## config.mk

```make
export PLATFORM = sky130hd
export DESIGN_NAME = console_bus_address_decoder_unit_flat
export DESIGN_NICKNAME = d
export VERILOG_FILES = /design/src/design/cbad_pkg.sv /design/src/design/cbad_intf.sv /design/src/design/console_bus_address_decoder_unit.sv /design/src/design/cbad_io_map.sv /design/src/design/cbad_decode.sv /design/src/flat_wrapper.sv
export SDC_FILE = /design/constraint.sdc
export NUM_CORES = 1
export LEC_CHECK = 0
export BUFFER_PORTS_ARGS = -buffer_cell sky130_fd_sc_hd__buf_2
export CAP_MARGIN = 25
export CORE_UTILIZATION = 30
export CTS_CLUSTER_DIAMETER = 200
export DETAILED_ROUTE_END_ITERATION = 6
export PLACE_DENSITY_LB_ADDON = 0.1
export SLEW_MARGIN = 20
export SYNTH_ARGS = -nofsm -noshare
export SYNTH_HDL_FRONTEND = slang
export SYNTH_HIERARCHICAL = 1
export SYNTH_SLANG_ARGS = --single-unit
```

## constraint.sdc

```tcl
create_clock -name clk -period 5.2 [get_ports clk]
set_clock_uncertainty 0.1 [all_clocks]
set_input_delay 1.04 -clock clk [delete_from_list [all_inputs] [get_ports clk]]
set_output_delay 1.04 -clock clk [all_outputs]
set_load 0.05 [all_outputs]
```

## src/design/cbad_pkg.sv

```systemverilog
// ----------------------------------------------------------------------------
// Console bus address decoder package
// Target and status codes, memory map constants and the word types that pass
// between the decoder modules.
// ----------------------------------------------------------------------------
package cbad_pkg;

  // Target codes
  localparam logic [4:0] T_NONE     = 5'd0;
  localparam logic [4:0] T_RAM      = 5'd1;
  localparam logic [4:0] T_EXP      = 5'd2;
  localparam logic [4:0] T_SCRATCH  = 5'd3;
  localparam logic [4:0] T_BIOS     = 5'd4;
  localparam logic [4:0] T_MEMCTRL  = 5'd5;
  localparam logic [4:0] T_PAD      = 5'd6;
  localparam logic [4:0] T_SERIAL   = 5'd7;
  localparam logic [4:0] T_IRQ      = 5'd8;
  localparam logic [4:0] T_DMA      = 5'd9;
  localparam logic [4:0] T_TIMER0   = 5'd10;
  localparam logic [4:0] T_TIMER1   = 5'd11;
  localparam logic [4:0] T_TIMER2   = 5'd12;
  localparam logic [4:0] T_CDROM    = 5'd13;
  localparam logic [4:0] T_GPU      = 5'd14;
  localparam logic [4:0] T_MDEC     = 5'd15;
  localparam logic [4:0] T_SPU      = 5'd16;
  localparam logic [4:0] T_EXP2     = 5'd17;
  localparam logic [4:0] T_CACHECTL = 5'd18;

  // Status codes
  localparam logic [2:0] S_OK          = 3'd0;
  localparam logic [2:0] S_IGNORED     = 3'd1;
  localparam logic [2:0] S_GPU_WIDTH   = 3'd2;
  localparam logic [2:0] S_UNMAPPED_IO = 3'd3;
  localparam logic [2:0] S_UNMAPPED    = 3'd4;
  localparam logic [2:0] S_CACHECTL    = 3'd5;
  localparam logic [2:0] S_FIXED       = 3'd6;

  // Access kind and width codes
  localparam logic       KIND_WRITE = 1'b1;
  localparam logic [1:0] W_BYTE     = 2'd0;
  localparam logic [1:0] W_HALF     = 2'd1;

  // Memory map on the 29-bit physical address
  localparam int unsigned EXPANSION_BYTES = 524288;
  localparam logic [28:0] RAM_END      = 29'h0080_0000;
  localparam logic [28:0] EXP_BASE     = 29'h1f00_0000;
  localparam logic [28:0] SCRATCH_BASE = 29'h1f80_0000;
  localparam logic [28:0] SCRATCH_END  = 29'h1f80_0400;
  localparam logic [28:0] BIOS_BASE    = 29'h1fc0_0000;
  localparam logic [28:0] BIOS_END     = 29'h1fc8_0000;
  localparam logic [28:0] IO_BASE      = 29'h1f80_1000;
  localparam logic [28:0] IO_LAST      = 29'h1f80_3000;
  localparam logic [20:0] RAM_MASK     = 21'h1f_ffff;

  // Cache-control port, word address of the original 32-bit address
  localparam logic [29:0] CACHECTL_WORD = 30'h3fff_804c;

  // Serial status read: I/O word at offset 0x54, serial block base 0x50
  localparam logic [11:0] SERIAL_STAT_WORD = 12'h015;
  localparam logic [13:0] SERIAL_BASE      = 14'h0050;
  localparam logic [31:0] SERIAL_STAT_VAL  = 32'h0000_0005;

  // I/O peripheral spans, half-open [lo, hi) on the 14-bit I/O offset
  localparam int IO_SPANS = 14;

  typedef struct packed {
    logic [13:0] lo;
    logic [13:0] hi;
    logic [4:0]  target;
  } io_span_t;

  localparam io_span_t IO_MAP [IO_SPANS] = '{
    '{14'h0000, 14'h0024, T_MEMCTRL},
    '{14'h0040, 14'h0050, T_PAD},
    '{14'h0050, 14'h0060, T_SERIAL},
    '{14'h0060, 14'h0064, T_MEMCTRL},
    '{14'h0070, 14'h0078, T_IRQ},
    '{14'h0080, 14'h0100, T_DMA},
    '{14'h0100, 14'h0110, T_TIMER0},
    '{14'h0110, 14'h0120, T_TIMER1},
    '{14'h0120, 14'h0130, T_TIMER2},
    '{14'h0800, 14'h0804, T_CDROM},
    '{14'h0810, 14'h0818, T_GPU},
    '{14'h0820, 14'h0828, T_MDEC},
    '{14'h0c00, 14'h1000, T_SPU},
    '{14'h1000, 14'h1043, T_EXP2}
  };

  typedef struct packed {
    logic        kind;
    logic [31:0] bus_address;
    logic [1:0]  access_width;
    logic [31:0] write_value;
  } access_t;

  typedef struct packed {
    logic [4:0]  target;
    logic [20:0] region_offset;
    logic        byte_serial;
    logic [2:0]  status;
    logic [31:0] bus_data;
  } result_t;

  typedef struct packed {
    logic        hit;
    logic [4:0]  target;
    logic [13:0] offset;
  } io_hit_t;

endpackage

```

## src/design/cbad_intf.sv

```systemverilog
// ----------------------------------------------------------------------------
// Console bus address decoder channels
// Valid/ready channels for bus accesses, decode results and the config word.
// ----------------------------------------------------------------------------
interface cbad_req_if;
  logic        valid;
  logic        ready;
  logic        kind;
  logic [31:0] bus_address;
  logic [1:0]  access_width;
  logic [31:0] write_value;

  modport source (output valid, kind, bus_address, access_width, write_value,
                  input ready);
  modport sink   (input valid, kind, bus_address, access_width, write_value,
                  output ready);
endinterface

interface cbad_rsp_if;
  logic        valid;
  logic        ready;
  logic [4:0]  target;
  logic [20:0] region_offset;
  logic        byte_serial;
  logic [2:0]  status;
  logic [31:0] bus_data;

  modport source (output valid, target, region_offset, byte_serial, status, bus_data,
                  input ready);
  modport sink   (input valid, target, region_offset, byte_serial, status, bus_data,
                  output ready);
endinterface

interface cbad_cfg_if;
  logic valid;
  logic ready;
  logic isolate_cache;

  modport source (output valid, isolate_cache, input ready);
  modport sink   (input valid, isolate_cache, output ready);
endinterface

```

## src/design/console_bus_address_decoder_unit.sv

```systemverilog
// ----------------------------------------------------------------------------
// Console bus address decoder unit
// Decodes one bus access a cycle when not stalled: target, offset and status.
// ----------------------------------------------------------------------------
// Each accepted access gives exactly one result: the access is captured in
// an input register, decoded by one pass of compare logic and held in the
// result register until taken. One access is accepted every cycle while the
// result side keeps up; the result register and the input register stall
// together only when both are full. The isolate_cache word may be written
// at any time and affects RAM writes decoded after it lands.
module console_bus_address_decoder_unit (
  input  logic       clk,
  input  logic       rst,
  cbad_cfg_if.sink   cfg,
  cbad_req_if.sink   req,
  cbad_rsp_if.source rsp
);

  logic              isolate_cache;
  logic              s1_valid;
  cbad_pkg::access_t s1_acc;
  logic              rsp_valid;
  cbad_pkg::result_t rsp_res;
  cbad_pkg::result_t dec_res;
  logic              s2_take;
  logic              s1_take;

  assign cfg.ready = 1'b1;

  always_ff @(posedge clk) begin
    if (rst) begin
      isolate_cache <= 1'b0;
    end else if (cfg.valid) begin
      isolate_cache <= cfg.isolate_cache;
    end
  end

  // Advance each stage when its downstream slot is free or draining.
  assign s2_take   = !rsp_valid || rsp.ready;
  assign s1_take   = !s1_valid || s2_take;
  assign req.ready = s1_take;

  always_ff @(posedge clk) begin
    if (rst) begin
      s1_valid <= 1'b0;
    end else if (s1_take) begin
      s1_valid <= req.valid;
    end
  end

  always_ff @(posedge clk) begin
    if (s1_take && req.valid) begin
      s1_acc <= '{kind:         req.kind,
                  bus_address:  req.bus_address,
                  access_width: req.access_width,
                  write_value:  req.write_value};
    end
  end

  cbad_decode u_decode (
    .acc           (s1_acc),
    .isolate_cache (isolate_cache),
    .res           (dec_res)
  );

  always_ff @(posedge clk) begin
    if (rst) begin
      rsp_valid <= 1'b0;
    end else if (s2_take) begin
      rsp_valid <= s1_valid;
    end
  end

  always_ff @(posedge clk) begin
    if (s2_take && s1_valid) begin
      rsp_res <= dec_res;
    end
  end

  assign rsp.valid         = rsp_valid;
  assign rsp.target        = rsp_res.target;
  assign rsp.region_offset = rsp_res.region_offset;
  assign rsp.byte_serial   = rsp_res.byte_serial;
  assign rsp.status        = rsp_res.status;
  assign rsp.bus_data      = rsp_res.bus_data;

endmodule

```

## src/design/cbad_io_map.sv

```systemverilog
// ----------------------------------------------------------------------------
// Console bus address decoder: I/O peripheral lookup
// Matches an I/O window offset against the peripheral spans in parallel and
// returns the hit target and the offset within it.
// ----------------------------------------------------------------------------
module cbad_io_map (
  input  logic [13:0]      io,
  output cbad_pkg::io_hit_t hit
);

  logic [cbad_pkg::IO_SPANS-1:0] match;

  always_comb begin
    for (int i = 0; i < cbad_pkg::IO_SPANS; i++) begin
      match[i] = (io >= cbad_pkg::IO_MAP[i].lo) && (io < cbad_pkg::IO_MAP[i].hi);
    end
  end

  // Spans do not overlap, so at most one match is set.
  always_comb begin
    hit = '0;
    for (int i = 0; i < cbad_pkg::IO_SPANS; i++) begin
      if (match[i]) begin
        hit.hit    = 1'b1;
        hit.target = cbad_pkg::IO_MAP[i].target;
        hit.offset = io - cbad_pkg::IO_MAP[i].lo;
      end
    end
  end

endmodule

```

## src/design/cbad_decode.sv

```systemverilog
// ----------------------------------------------------------------------------
// Console bus address decoder: region decode
// Masks and aligns the address, then picks the target region, offset, status
// and bus data for one access.
// ----------------------------------------------------------------------------
module cbad_decode (
  input  cbad_pkg::access_t acc,
  input  logic              isolate_cache,
  output cbad_pkg::result_t res
);

  logic [28:0] low_clear;
  logic [31:0] data_mask;
  logic [28:0] addr;
  logic [31:0] data;
  logic        wr;
  logic [28:0] exp_diff;
  logic [28:0] rel;
  logic [13:0] io;
  logic        in_io;
  cbad_pkg::io_hit_t io_hit;

  always_comb begin
    case (acc.access_width)
      cbad_pkg::W_BYTE: begin
        low_clear = '1;
        data_mask = 32'h0000_00ff;
      end
      cbad_pkg::W_HALF: begin
        low_clear = ~29'd1;
        data_mask = 32'h0000_ffff;
      end
      default: begin
        low_clear = ~29'd3;
        data_mask = 32'hffff_ffff;
      end
    endcase
  end

  assign wr       = (acc.kind == cbad_pkg::KIND_WRITE);
  assign addr     = acc.bus_address[28:0] & low_clear;
  assign data     = wr ? (acc.write_value & data_mask) : 32'd0;
  assign exp_diff = addr - cbad_pkg::EXP_BASE;
  assign in_io    = (addr >= cbad_pkg::IO_BASE) && (addr <= cbad_pkg::IO_LAST);
  assign rel      = addr - cbad_pkg::IO_BASE;
  assign io       = rel[13:0];

  cbad_io_map u_io_map (
    .io  (io),
    .hit (io_hit)
  );

  always_comb begin
    res          = '0;
    res.bus_data = data;
    if (addr < cbad_pkg::RAM_END) begin
      res.target        = cbad_pkg::T_RAM;
      res.region_offset = addr[20:0] & cbad_pkg::RAM_MASK;
      res.status        = (wr && isolate_cache) ? cbad_pkg::S_IGNORED : cbad_pkg::S_OK;
    end else if (addr >= cbad_pkg::EXP_BASE &&
                 exp_diff < 29'(cbad_pkg::EXPANSION_BYTES)) begin
      res.target        = cbad_pkg::T_EXP;
      res.region_offset = exp_diff[20:0];
    end else if (addr >= cbad_pkg::SCRATCH_BASE && addr < cbad_pkg::SCRATCH_END) begin
      res.target        = cbad_pkg::T_SCRATCH;
      res.region_offset = {11'd0, addr[9:0]};
    end else if (!wr && addr >= cbad_pkg::BIOS_BASE && addr < cbad_pkg::BIOS_END) begin
      res.target        = cbad_pkg::T_BIOS;
      res.region_offset = {2'd0, addr[18:0]};
    end else if (in_io) begin
      if (!wr && io[13:2] == cbad_pkg::SERIAL_STAT_WORD) begin
        // Only the first byte of the status word reads nonzero.
        res.target        = cbad_pkg::T_SERIAL;
        res.region_offset = 21'(io - cbad_pkg::SERIAL_BASE);
        res.status        = cbad_pkg::S_FIXED;
        res.bus_data      = (io[1:0] == 2'd0) ? cbad_pkg::SERIAL_STAT_VAL : 32'd0;
      end else if (io_hit.hit) begin
        res.target        = io_hit.target;
        res.region_offset = 21'(io_hit.offset);
        if (io_hit.target == cbad_pkg::T_GPU) begin
          res.status = (acc.access_width[1]) ? cbad_pkg::S_OK : cbad_pkg::S_GPU_WIDTH;
        end else begin
          res.byte_serial = 1'b1;
        end
      end else begin
        res.status = cbad_pkg::S_UNMAPPED_IO;
      end
    end else if (acc.bus_address[31:2] == cbad_pkg::CACHECTL_WORD) begin
      res.target        = cbad_pkg::T_CACHECTL;
      res.region_offset = {19'd0, addr[1:0]};
      res.status        = cbad_pkg::S_CACHECTL;
    end else begin
      res.status = cbad_pkg::S_UNMAPPED;
    end
  end

endmodule

```

## src/flat_wrapper.sv

```systemverilog
// flat-port wrapper written by rule: the top's interface ports become plain ports
module console_bus_address_decoder_unit_flat 
  (clk, rst, cfg_valid, cfg_isolate_cache, cfg_ready, req_valid, req_kind, req_bus_address, req_access_width, req_write_value, req_ready, rsp_valid, rsp_target, rsp_region_offset, rsp_byte_serial, rsp_status, rsp_bus_data, rsp_ready);
  cbad_cfg_if cfg_i ();
  cbad_req_if req_i ();
  cbad_rsp_if rsp_i ();
  input  logic clk;
  input  logic rst;
  input wire logic [$bits(cfg_i.valid)-1:0] cfg_valid;
  input wire logic [$bits(cfg_i.isolate_cache)-1:0] cfg_isolate_cache;
  output wire logic [$bits(cfg_i.ready)-1:0] cfg_ready;
  input wire logic [$bits(req_i.valid)-1:0] req_valid;
  input wire logic [$bits(req_i.kind)-1:0] req_kind;
  input wire logic [$bits(req_i.bus_address)-1:0] req_bus_address;
  input wire logic [$bits(req_i.access_width)-1:0] req_access_width;
  input wire logic [$bits(req_i.write_value)-1:0] req_write_value;
  output wire logic [$bits(req_i.ready)-1:0] req_ready;
  output wire logic [$bits(rsp_i.valid)-1:0] rsp_valid;
  output wire logic [$bits(rsp_i.target)-1:0] rsp_target;
  output wire logic [$bits(rsp_i.region_offset)-1:0] rsp_region_offset;
  output wire logic [$bits(rsp_i.byte_serial)-1:0] rsp_byte_serial;
  output wire logic [$bits(rsp_i.status)-1:0] rsp_status;
  output wire logic [$bits(rsp_i.bus_data)-1:0] rsp_bus_data;
  input wire logic [$bits(rsp_i.ready)-1:0] rsp_ready;
  assign cfg_i.valid = cfg_valid;
  assign cfg_i.isolate_cache = cfg_isolate_cache;
  assign cfg_ready = cfg_i.ready;
  assign req_i.valid = req_valid;
  assign req_i.kind = req_kind;
  assign req_i.bus_address = req_bus_address;
  assign req_i.access_width = req_access_width;
  assign req_i.write_value = req_write_value;
  assign req_ready = req_i.ready;
  assign rsp_valid = rsp_i.valid;
  assign rsp_target = rsp_i.target;
  assign rsp_region_offset = rsp_i.region_offset;
  assign rsp_byte_serial = rsp_i.byte_serial;
  assign rsp_status = rsp_i.status;
  assign rsp_bus_data = rsp_i.bus_data;
  assign rsp_i.ready = rsp_ready;
  console_bus_address_decoder_unit u_core (.clk(clk), .rst(rst), .cfg(cfg_i), .req(req_i), .rsp(rsp_i));
endmodule
```

== Yosys cells after proc, flatten, opt, wreduce, memory -nomap -nowiden ==
Index checks and enable logic that the tools add are counted.

* Output and inout port bits: 65
* Register bits after elaboration: 132
* Input port bits: 73
* Logic and storage cells: 149

* Muxes and demuxes: 41
* Reduce and logical (&&, ||, !) cells: 33
* Add/subtract/negate cells: 16
* Bitwise operators: 4
* Equal/unequal tests: 4
* Order comparisons: 37

{| class="wikitable"
|+ Operators with widths
! operator !! number
|-
| two-way mux 20 bit || 14
|-
| two-way mux 32 bit || 4
|-
| greater-or-equal comparator 29 bit, second input constant || 4
|-
| two-way mux 35 bit || 3
|-
| two-way mux 26 bit || 3
|-
| case mux 32 bit (2 select lines) || 1
|-
| < comparator 29 bit, second input constant || 2
|-
| greater-or-equal comparator 14 x 12 -> 1 bit, second input constant || 4
|-
| greater-or-equal comparator 14 x 7 -> 1 bit, second input constant || 4
|-
| < comparator 14 x 7 -> 1 bit, second input constant || 4
|-
| < comparator 14 x 9 -> 1 bit, second input constant || 4
|-
| subtractor 14 x 12 -> 14 bit, second input constant || 4
|-
| subtractor 14 x 7 -> 14 bit, second input constant || 4
|-
| two-way mux 23 bit || 2
|-
| greater-or-equal comparator 14 x 9 -> 1 bit, second input constant || 3
|-
| < comparator 14 x 12 -> 1 bit, second input constant || 3
|-
| subtractor 14 x 9 -> 14 bit, second input constant || 3
|-
| AND 32 bit || 1
|-
| == test 30 bit, second input constant || 1
|-
| AND 29 bit || 1
|-
| less-or-equal comparator 29 bit, second input constant || 1
|-
| < comparator 29 x 20 -> 1 bit, second input constant || 1
|-
| < comparator 29 x 24 -> 1 bit, second input constant || 1
|-
| subtractor 29 bit, second input constant || 1
|-
| 26 further kinds || 62
|}

== Longest topological paths before layout ==
Gate-level depths: netlist (run 1).

* Depth after elaboration: 29
* Gate-level depth with buffers: 19
* Depth with buffers taken out: 17

== Modules after synthesis ==
Netlist (run 1), hierarchy kept.

{| class="wikitable"
|+ By module, submodules not included
! module !! sequential area each (µm²) !! times used !! cells each !! area an instance (µm²)
|-
| console_bus_address_decoder_unit || 3,933.8 || 1 || 144 || 4,022.6
|-
| cbad_io_map || 0.0 || 1 || 526 || 3,370.7
|-
| cbad_decode || 0.0 || 1 || 223 || 1,357.6
|}

== Least setup slack after synthesis (run 1) ==
No wires, ideal clock.

* Path kind: flip-flop to flip-flop
* Start: register u_core/s1_acc[46] (netlist name)
* End: register u_core.rsp_res, in the netlist u_core/rsp.region_offset[4] (data pin)
* Data arrival time: 3.792 ns
* Setup time: 0.263 ns
* Data required time: 4.837 ns
* Clock period less this slack: 4.155 ns
* Buffers on the path: 3
* Cell stages (with the launch flop): 18
* Path slack: 1.045 ns
* Path through: edfxtp_1 > inv_1 > ha_1 > inv_1 > clkinv_1 > ha_1 > and2_1 > clkbuf_1 > o21ai_1 > or3_1 > clkbuf_1 > nand2_1 > nor4_1 > nand4_1 > buf_1 > and2_1 > a311oi_1 > o22ai_1

{| class="wikitable"
|+ RTL lines
! what !! RTL line !! RTL
|-
| start: declaration || console_bus_address_decoder_unit.sv:21 || <nowiki>cbad_pkg::access_t s1_acc;</nowiki>
|-
| start signal: assignment || console_bus_address_decoder_unit.sv:53 || <nowiki>s1_acc <= '{kind: req.kind,</nowiki>
|-
| end signal: assignment || console_bus_address_decoder_unit.sv:76 || <nowiki>rsp_res <= dec_res;</nowiki>
|-
| end: declaration || console_bus_address_decoder_unit.sv:23 || <nowiki>cbad_pkg::result_t rsp_res;</nowiki>
|}

==> summary.md, run 1 <==
* **run status** complete, no violations
* **number of distinct library cell variants in the gate-level netlist after synthesis** 97
* **number of buffers created by CTS** 17
* **r2r setup slk** 0.46 ns
* **Synth area leader** edfxtp_1
* **routability congestion estimate from global placement** 0.909
* **Peak supply drop** 0.000216 V
* **period utilisation layout** 0.911
* **y dimension of the die** 173 um
* **RSZ-0062 raised after global routing** false
* **CP dominant cell by count** buf_4
* **Top-Level Pins** 138
* **fraction of final layout cells with drive strength greater than 1** 0.240
* **number of hold buffers added after cts** 0
* **most used flip-flop cell after synthesis** edfxtp_1
* **timing-limited maximum frequency** 0.211 GHz
* **slowest cell on the critical path** a211oi_2
* **post-CTS setup repair buffer count** 0
* **crit path max fanout** 12
* **worst-case setup margin in the final layout** 0.463 ns
* **Horiz. Die Dim** 173 um
* **total wire length** 30,200 um
* **floorplan die area** 29,900 um2
* **Worst Setup Slack post-DPL** 0.559 ns
* **global routing usage summed across all routing layers** 0.200
* **final setup violation count** 0
* **worst hold slack** 0.392 ns
* **max-slew violation total from the final report** 0
* **post-route core utilization** 0.372
* **main area contributors after synthesis** edfxtp_1 44%, ha_1 5.7%, nand2_1 4.0%
* **arrival time worst endpoint** 4.79 ns
* **Mapped Nets** 1,006
* **maximum buffer depth of the clock tree** 2
* **warning count from the yosys run** 6
* **flip-flop and latch count after synthesis** 132
* **static leakage** 4.09 nW
* **Iteration-0 DRC Markers** 894
* **classification of the worst setup path** reg -> reg
* **remaining design rule violation count** 0
* **Cell Rows** 62
* **clk_lat worst skew** 0.42 ns
* **number of antenna violations at the first check in global routing** 0
* **fraction of post-synthesis cell area in the top cell type by area** 0.443
* **startpoint type of the worst setup path** register
* **Power Density** 282 nW/um2
* **ANT cells** 0
* **Resize count post-CTS** 0
* **largest net degree at the start of global routing** 68
* **category of the worst setup path capture point** register
* **area growth from synthesis to final layout** 22.0%
* **area used by sequential logic in the layout** 3930 um2
* **# nets final** 1,163
* **Post-synth ARST share** 0
* **total vias in the final route** 7,975
* **H-tree depth** 4
* **IO buf count** 136
* **number of global-route vias before repair** 7,548
* **most frequent cells in the layout** 136 x buf_2, 129 x edfxtp_1, 94 x nand2_1
* **required time of the critical path** 5.25 ns
* **wire length per cell after detailed routing** 20.9 um
* **post-route antenna net violation count** 0
* **most frequent standard cell in the layout excluding fill and tap cells** buf_2
* **setup TNS** 0 ns
* **number of instances in the synthesized netlist** 893
* **Starting Density** 0.305
* **Syn Std Cell Area** 8750 um2
* **chain of cells forming the critical path** inv_1, buf_4, inv_2, ha_1, nor3b_1, nand4_2, a211oi_2, buf_4, nand2_1, a21o_1, a311o_1, a211oi_1, o21ai_0, a22oi_1, o2bb2ai_1
* **total count of hold-check failures in the final report** 0
* **sequential area share after synthesis** 0.450
* **clock slew at the register clock pins of the worst setup and hold paths** 0.06 ns
* **path class of the lowest-slack min-delay path** reg -> reg
* **number of max-cap violations** 0
* **area of combinational cells with multiple inputs** 4470 um2
* **count of TritonRoute iterations in the first routing pass** 6
* **Floorplan Core Area** 28,700 um2
* **count of clock tree sinks** 132
* **TritonCTS clock tree** yes
* **Final Critical Period** 4.74 ns
* **delay of the slowest cell on the worst path** 0.54 ns
* **worst relative slew slack** 0.384
* **global-route wire length before repair** 46,000 um
* **per-cell via count in the routed design** 5.51
* **CTS Root Buffer Type** clkbuf_16
* **detailed placement HPWL** 22,000 um
* **EDFF count, synth** 129
* **synthesized area per cell** 9.80 um2
* **Worst Tran Pin Value** 0.924 ns
* **grt ovf** 0
* **number of fillers in the final layout** 2,956
==> kinds of logic after synthesis <==
logic type | synth area share
xor+xnor | 0.0280
other cells | 0.000429
fa+ha+maj | 0.0572
buf+inv | 0.0399
mux | 0.00572
flops | 0.450
compound gates | 0.216
simple gates | 0.203
==> metrics by stage <==
stage	cell area, um2	total power, mW	instances
after floorplan	8750	1.64	893
final	10700	3.01	1447
after detailed placement	10100	1.84	1415
after CTS	10700	3.03	1447
after global placement	10100	1.85	1415
after global routing	10700	3.13	1447
==> power breakdown <==
group	internal [mW]	leakage [nW]	switching [mW]
Combinational	0.180	2.56	0.383
Clock	0.680	0.284	0.505
Sequential	1.23	1.24	0.0282
==> final timing paths <==
kind | end | start | cells past startpoint
worst max-delay path | u_core/rsp.region_offset[9] | u_core/s1_acc[46] | 15
worst min-delay path | u_core/rsp.valid | u_core/s1_valid | 2
worst max register to register | u_core/rsp.region_offset[9] | u_core/s1_acc[46] | 15
worst min register to register | u_core/rsp.valid | u_core/s1_valid | 2
==> flip-flops by register name (all words and copies together) (netlist names) <==
name / flops
u_core/rsp.valid: 1
u_core/rsp.byte_serial: 1
u_core/s1_acc: 67
u_core/s1_valid: 1
u_core/rsp.status: 3
u_core/rsp.target: 5
u_core/rsp.bus_data: 32
u_core/rsp.region_offset: 21
u_core/isolate_cache: 1
==> synthesized netlist by cell type, drive strengths merged, types with 5 or more instances <==
library cell,n
o31ai,6
a31oi,16
inv,30
clkbuf,34
a21oi,51
xnor2,27
and3,32
nor2,49
a22oi,6
nand2,95
or4,6
buf,18
nand2b,8
a21o,6
a221oi,5
o22ai,8
nor4,12
and2,30
nand3b,6
nand4,23
a2111oi,8
nor3,18
edfxtp,129
nand3,26
or3,8
a211o,7
nor2b,5
o21ai,67
ha,40
o211ai,14
mux2i,5
a211oi,19
a21boi,9
==> worst max-delay path: cells and delay by family (launching register included) <==
kind,cells,cell delay (ns)
AO/OA/AOI/OAI,7,1.87
adder cells (fa/ha/maj),1,0.41
buffers and inverters,4,0.85
flip-flops,1,0.53
AND/OR/NAND/NOR,3,0.70
==> final cells by class <==
cell class,count,area share
Multi-Input combinational cell,676,0.418
Inverter,33,0.0116
Clock buffer,17,0.0398
Tap cell,384,0.0450
Timing Repair Buffer,190,0.102
Sequential cell,132,0.368
Clock inverter,15,0.0151
==> per-layer routing <==
| metal | wire length, um | vias to the layer above | GRT usage |
|---|---|---|---|
| met5 | 0 | - | 0 |
| met4 | 611 | 0 | 0.0572 |
| li1 | - | 3740 | - |
| met2 | 13400 | 346 | 0.308 |
| met3 | 1810 | 55 | 0.0314 |
| met1 | 14300 | 3834 | 0.290 |
Note: power is estimated with default switching activity, not from simulation.
==> inputs of run 2 (changes only) <==
--- a/config.mk
+++ b/config.mk
@@ -7,6 +7,8 @@
 export LEC_CHECK = 0
 export BUFFER_PORTS_ARGS = -buffer_cell sky130_fd_sc_hd__buf_2
 export CAP_MARGIN = 25
+export CELL_PAD_IN_SITES_DETAIL_PLACEMENT = 0
+export CELL_PAD_IN_SITES_GLOBAL_PLACEMENT = 2
 export CORE_UTILIZATION = 30
 export CTS_CLUSTER_DIAMETER = 200
 export DETAILED_ROUTE_END_ITERATION = 6
==> run 2 against run 1 <==
Against the previous run: the flow now finishes with violations (design-rule violations); global-route usage is 1.5 points higher; flip-flop and latch count did not move; first-iteration DRC count down 24%; combinational power grew 3.6%; highest routed layer unchanged; final area barely moved; sequential share of layout area is essentially flat; hold slack improved by 0.0045 ns; fmax is 6.2% higher; clock power down 5%; largest cell class unchanged; largest power group unchanged; critical path depth increased by 1; worst setup slack better by 0.28 ns.
==> summary.md, run 2 (synthesis results as in run 1) <==
* **ANT cells** 0, unchanged
* **global routing usage summed across all routing layers** 0.216, +0.0152
* **count of TritonRoute iterations in the first routing pass** 7, +1
* **wire length per cell after detailed routing** 22.2 um, +6.6%
* **routability congestion estimate from global placement** 0.875, -3.7%
* **Top-Level Pins** 138, unchanged
* **crit path max fanout** 10, -2
* **# nets final** 1,166, +0.26%
* **Cell Rows** 62, unchanged
* **worst hold slack** 0.396 ns, +0.00449 ns
* **largest net degree at the start of global routing** 68, unchanged
* **Peak supply drop** 0.000189 V, -12%
* **Biggest register** u_core/s1_acc
* **run status** complete, but fails checks
* **period utilisation layout** 0.858, -0.0530
* **total count of hold-check failures in the final report** 0, unchanged
* **startpoint type of the worst setup path** register
* **Resize count post-CTS** 0, unchanged
* **number of global-route vias before repair** 7,797, +3.3%
* **timing-limited maximum frequency** 0.224 GHz, +6.2%
* **Worst Tran Pin Value** 0.960 ns, +0.0358 ns
* **grt ovf** 0, unchanged
* **count of buffer and inverter cells on the critical path** 4, unchanged
* **Floorplan Core Area** 28,700 um2, unchanged
* **Worst Setup Slack post-DPL** 0.809 ns, +0.250 ns
* **Starting Density** 0.305, unchanged
* **classification of the worst setup path** reg -> reg
* **max-slew violation total from the final report** 0, unchanged
* **number of hold buffers added after cts** 0, unchanged
* **path class of the lowest-slack min-delay path** reg -> reg
* **Iteration-0 DRC Markers** 679, -24%
* **post-route antenna net violation count** 0, unchanged
* **IO buf count** 136, unchanged
* **y dimension of the die** 173 um, unchanged
* **TritonCTS clock tree** yes
* **most frequent cells in the layout** 136 x buf_2, 129 x edfxtp_1, 94 x nand2_1
* **maximum buffer depth of the clock tree** 2, unchanged
* **number of flip-flops under the largest register name** 67, unchanged
* **CTS Root Buffer Type** clkbuf_16
* **category of the worst setup path capture point** register
* **total power consumption of the routed design** 2.97 mW, -1.3%
* **Power Density** 278 nW/um2, -1.2%
* **detailed placement HPWL** 23,800 um, +8.0%
* **chain of cells forming the critical path** inv_1, ha_1, inv_1, clkinv_1, ha_1, buf_4, and3_1, nand4_2, a2111oi_0, o21bai_1, a211oi_1, a211o_1, a31oi_1, o41ai_2, a21oi_1, o2bb2ai_1
* **worst relative slew slack** 0.344, -0.0404
* **total vias in the final route** 7,923, -0.65%
* **slowest cell on the critical path** a2111oi_0
* **post-CTS setup repair buffer count** 0, unchanged
* **fraction of final layout cells with drive strength greater than 1** 0.240, +0.000488
* **category of cells accounting for the largest share of critical-path delay** compound AO/OA/AOI/OAI gates
* **clk_lat worst skew** 0.41 ns, about the same
* **RSZ-0062 raised after global routing** false
* **required time of the critical path** 5.26 ns, about the same
* **number of max-cap violations** 0, unchanged
* **delay of the slowest cell on the worst path** 0.85 ns, +0.31 ns
* **arrival time worst endpoint** 4.52 ns, -0.27 ns
* **area growth from synthesis to final layout** 22.0%, about the same
* **global-route wire length before repair** 48,600 um, +5.6%
* **worst-case setup margin in the final layout** 0.738 ns, +0.276 ns
* **clock slew at the register clock pins of the worst setup and hold paths** 0.06 ns, about the same
* **remaining design rule violation count** 1, +1
* **static leakage** 4.09 nW, about the same
* **post-route core utilization** 0.372, about the same
* **Horiz. Die Dim** 173 um, unchanged
* **most frequent standard cell in the layout excluding fill and tap cells** buf_2
* **number of antenna violations at the first check in global routing** 0, unchanged
* **count of clock tree sinks** 132, unchanged
* **violations in the final reports** design-rule violations
* **Final Critical Period** 4.46 ns, -0.276 ns
* **setup TNS** 0 ns, unchanged
* **H-tree depth** 4, unchanged
* **final setup violation count** 0, unchanged
* **number of buffers created by CTS** 17, unchanged
* **total wire length** 32,200 um, +6.7%
* **floorplan die area** 29,900 um2, unchanged
* **per-cell via count in the routed design** 5.47, -0.79%
[run 2: tightest hold or removal path: stages (launching register included)]
cell and delay (ns):
dfxtp_1 0.34, inv_1 0.06, a21oi_1 0.05
[run 2: worst paths after layout]
check / cells past startpoint / end / slack (ns) / startpoint
worst max-delay path: 16 / u_core/rsp.region_offset[6] / 0.74 / u_core/s1_acc[47]
worst min-delay path: 2 / u_core/rsp.valid / 0.40 / u_core/s1_valid
worst max register to register: 16 / u_core/rsp.region_offset[6] / 0.74 / u_core/s1_acc[47]
worst min register to register: 2 / u_core/rsp.valid / 0.40 / u_core/s1_valid
[run 2: power breakdown]
group	switching, mW	internal (mW)	total [mW]
Combinational	0.400	0.182	0.582
Clock	0.473	0.661	1.13
Sequential	0.0220	1.23	1.26
[run 2: per-layer routing]
metal	track usage	routed length, um	vias up
met5	0	0	-
met4	0.0612	539	0
met3	0.0407	1900	32
met2	0.335	14500	306
met1	0.304	15300	3846
li1	-	-	3739
[run 2: area by class of cell]
| class | count | area [um2] |
|---|---|---|
| flip-flops and latches | 132 | 3930 |
| repair buffers | 193 | 1110 |
| multi-input cells | 676 | 4470 |
| inverters | 33 | 124 |
| clock inverters | 14 | 130 |
| clock buffers | 17 | 425 |
| fillers | 2998 | 18000 |
| well taps | 384 | 480 |
[run 2: through the flow]
step | std cells | area [um2]
after floorplan | 893 | 8750
final | 1449 | 10700
after CTS | 1449 | 10700
after detailed placement | 1418 | 10100
after global placement | 1418 | 10100
after global routing | 1449 | 10700
==> inputs of run 3 (changes only) <==
--- a/config.mk
+++ b/config.mk
@@ -5,6 +5,7 @@
 export SDC_FILE = /design/constraint.sdc
 export NUM_CORES = 1
 export LEC_CHECK = 0
+export ABC_AREA = 1
 export BUFFER_PORTS_ARGS = -buffer_cell sky130_fd_sc_hd__buf_2
 export CAP_MARGIN = 25
 export CELL_PAD_IN_SITES_DETAIL_PLACEMENT = 0
==> constraint.sdc (replaced) <==
create_clock -name clk -period 4.5 [get_ports clk]
set_clock_uncertainty 0.1 [all_clocks]
set_input_delay 0.9 -clock clk [delete_from_list [all_inputs] [get_ports clk]]
set_output_delay 0.9 -clock clk [all_outputs]
set_load 0.05 [all_outputs]
==> run 3 against run 2 <==
Against the previous run: the run now ends clean; critical path depth grew 6; clock power grew 23%; flip-flop and latch count is the same; final area grew 4.5%; clock-buffer cell count is the same.
==> summary.md, run 3 <==
* **global-route wire length before repair** 50,900 um, +4.9%
* **most frequent standard cell in the layout excluding fill and tap cells** nand2_1
* **worst hold slack** 0.364 ns, -0.0320 ns
* **routability congestion estimate from global placement** 0.874, -0.18%
* **y dimension of the die** 178 um, +3.0%
* **portion of total power attributed to sequential cells** 0.413, -0.010
* **Synth area leader** edfxtp_1
* **count of buffer and inverter cells on the critical path** 7, +3
* **Iteration-0 DRC Markers** 601, -11%
* **detailed placement HPWL** 26,400 um, +11%
* **Power Density** 314 nW/um2, +13%
* **timing-limited maximum frequency** 0.245 GHz, +9.5%
* **Worst Setup Slack post-DPL** 0.507 ns, -0.303 ns
* **Peak supply drop** 0.000304 V, +61%
* **startpoint type of the worst setup path** register
* **number of antenna violations at the first check in global routing** 0, unchanged
* **EDFF count, synth** 129, unchanged
* **most common cell in the netlist** nand2_1
* **final setup violation count** 0, unchanged
* **combinational power share** 0.192, -0.004
* **total wire length** 34,100 um, +5.8%
* **fraction of post-synthesis cell area in the top cell type by area** 0.417, -0.0256
* **arrival time worst endpoint** 4.15 ns, -0.37 ns
* **number of max-cap violations** 0, unchanged
* **Synth top cells by count** 323 x nand2_1, 159 x inv_1, 129 x edfxtp_1
* **H-tree depth** 4, unchanged
* **IO buf count** 136, unchanged
* **period utilisation layout** 0.905, +0.0473
* **category of the worst setup path capture point** register
* **Worst Tran Pin Value** 0.727 ns, -0.233 ns
* **per-cell via count in the routed design** 4.79, -12%
* **Horiz. Die Dim** 178 um, +3.0%
* **max-slew violation total from the final report** 0, unchanged
* **flip-flop and latch count after synthesis** 132, unchanged
* **chain of cells forming the critical path** inv_1, ha_1, inv_1, inv_2, ha_1, nand2_2, o21ai_1, a21oi_1, nand2_1, inv_2, nor2_2, inv_1, nor2_1, nand2_1, nor3_4, inv_1, inv_1, nor2_4, nand2_1, o21ai_0, nand2_1, a21oi_1
* **main area contributors after synthesis** edfxtp_1 42%, nand2_1 13%, inv_1 6.4%
* **number of hold buffers added after cts** 0, unchanged
* **fraction of power consumed by the clock network** 0.396, +0.014
* **number of flip-flops under the largest register name** 67, unchanged
* **Top-Level Pins** 138, unchanged
* **warning count from the yosys run** 6, unchanged
* **run status** complete, no violations
* **global routing usage summed across all routing layers** 0.219, +0.00374
* **Syn Std Cell Area** 9290 um2, +6.1%
* **number of buffers created by CTS** 17, unchanged
* **number of distinct library cell variants in the gate-level netlist after synthesis** 51, -47%
* **total vias in the final route** 8,474, +7.0%
* **synthesized area per cell** 7.75 um2, -21%
* **Post-synth ARST share** 0, unchanged
* **worst relative slew slack** 0.515, +0.171
* **slowest cell on the critical path** edfxtp_1
* **count of clock tree sinks** 132, unchanged
* **area growth from synthesis to final layout** 20.2%
* **Final Critical Period** 4.07 ns, -0.388 ns
* **Biggest register** u_core/s1_acc
* **floorplan die area** 31,700 um2, +6.1%
* **post-CTS setup repair buffer count** 0, unchanged
* **category of cells accounting for the largest share of critical-path delay** simple AND/OR/NAND/NOR gates
* **fraction of final layout cells with drive strength greater than 1** 0.213, -0.0270
* **largest net degree at the start of global routing** 52, -24%
* **required time of the critical path** 4.58 ns, -0.68 ns
* **static leakage** 5.30 nW, +30%
* **TritonCTS clock tree** yes
* **RSZ-0062 raised after global routing** false
* **post-route antenna net violation count** 0, unchanged
* **worst-case setup margin in the final layout** 0.426 ns, -0.312 ns
* **delay of the slowest cell on the worst path** 0.37 ns, -0.48 ns
* **most used flip-flop cell after synthesis** edfxtp_1
* **maximum buffer depth of the clock tree** 2, unchanged
* **grt ovf** 0, unchanged
* **total power consumption of the routed design** 3.50 mW, +18%
* **wire length per cell after detailed routing** 19.3 um, -13%
* **Mapped Nets** 1,312, +30%
* **switching portion of total power** 0.317, +0.0151
* **Int Power** 2.39 mW, +15%
* **total count of hold-check failures in the final report** 0, unchanged
* **classification of the worst setup path** reg -> reg
* **crit path max fanout** 9, -1
* **post-route core utilization** 0.366, -0.00611
* **sequential area share after synthesis** 0.423, -0.0260
* **ANT cells** 0, unchanged
* **CTS Root Buffer Type** clkbuf_16
* **Cell Rows** 64, +3.2%
* **Floorplan Core Area** 30,500 um2, +6.3%
* **clk_lat worst skew** 0.43 ns, +0.02 ns
* **count of TritonRoute iterations in the first routing pass** 7, unchanged
* **remaining design rule violation count** 0, -1
* **number of global-route vias before repair** 8,380, +7.5%
* **# nets final** 1,473, +26%
* **clock slew at the register clock pins of the worst setup and hold paths** 0.07 ns, about the same
* **setup TNS** 0 ns, unchanged
* **number of instances in the synthesized netlist** 1,199, +34%
* **Starting Density** 0.304, -0.000420
* **Resize count post-CTS** 0, unchanged
* **net switching component of the power** 1.11 mW, +24%
* **path class of the lowest-slack min-delay path** reg -> reg
* **most frequent cells in the layout** 323 x nand2_1, 158 x inv_1, 136 x buf_2
* **CP dominant cell by count** inv_1
run 3: cell types whose count changed in the layout (fill, tap and decap cells not counted), moves of 13 or more:
cell,change
and3_1,-29
nor2_1,+55
a211oi_1,-13
inv_2,+21
nand2_1,+229
xnor2_1,-26
nand3_1,+51
xor2_1,+45
buf_4,-21
nand2_2,+21
and2_1,-28
inv_1,+129
run 3: power groups by stage:
stage               Combinational (mW)  Sequential, mW  Clock [mW]
floorplan                        0.359            1.54           0
global placement                 0.676            1.47           0
detailed placement               0.669            1.47           0
CTS                              0.672            1.45        1.43
global route                     0.736            1.45        1.47
finish                           0.672            1.45        1.39
run 3: cells by family after synthesis:
logic type,count (synthesis),synth area share
DFF,132,0.423
xor gates and xnor gates,47,0.0443
other,1,0.000404
and+or+nand+nor,592,0.282
buffers and inverters,216,0.0944
AOI/OAI and AO/OA,171,0.102
adders and majority gates,40,0.0539
run 3: path summary, 6_finish.rpt:
kind,startpoint,to,slack (ns),cells after the start
hold reg to reg,u_core/isolate_cache,u_core/isolate_cache,0.36,2
setup / recovery,u_core/s1_acc[47],u_core/rsp.region_offset[13],0.43,22
hold / removal,u_core/isolate_cache,u_core/isolate_cache,0.36,2
setup reg to reg,u_core/s1_acc[47],u_core/rsp.region_offset[13],0.43,22
run 3: layout make-up:
class                           instances  area (um2)
Clock buffer                           17         425
Clock inverter                         15         165
Fill cell                            3249       19300
Inverter                              186         701
Multi-Input combinational cell        851        4490
Sequential cell                       132        3930
Tap cell                              396         495
Timing Repair Buffer                  172         951
run 3: routing by layer:
layer  GRT usage  vias up  share of wire
met5           0        -              0
met1       0.294     4009           0.47
met4      0.0602        0          0.017
met2       0.369      204           0.48
met3      0.0266       33          0.031
li1            -     4228              -
run 3: stage by stage:
| step | instance area (um2) | std cells |
|---|---|---|
| after global routing | 11200 | 1769 |
| after floorplan | 9290 | 1199 |
| final | 11200 | 1769 |
| after CTS | 11200 | 1769 |
| after global placement | 10600 | 1737 |
| after detailed placement | 10600 | 1737 |
run 3: worst min-delay path, stage by stage, from the launching register on:
cell	delay (ns)
dfxtp_1	0.31
nand2_1	0.06
a21oi_1	0.05
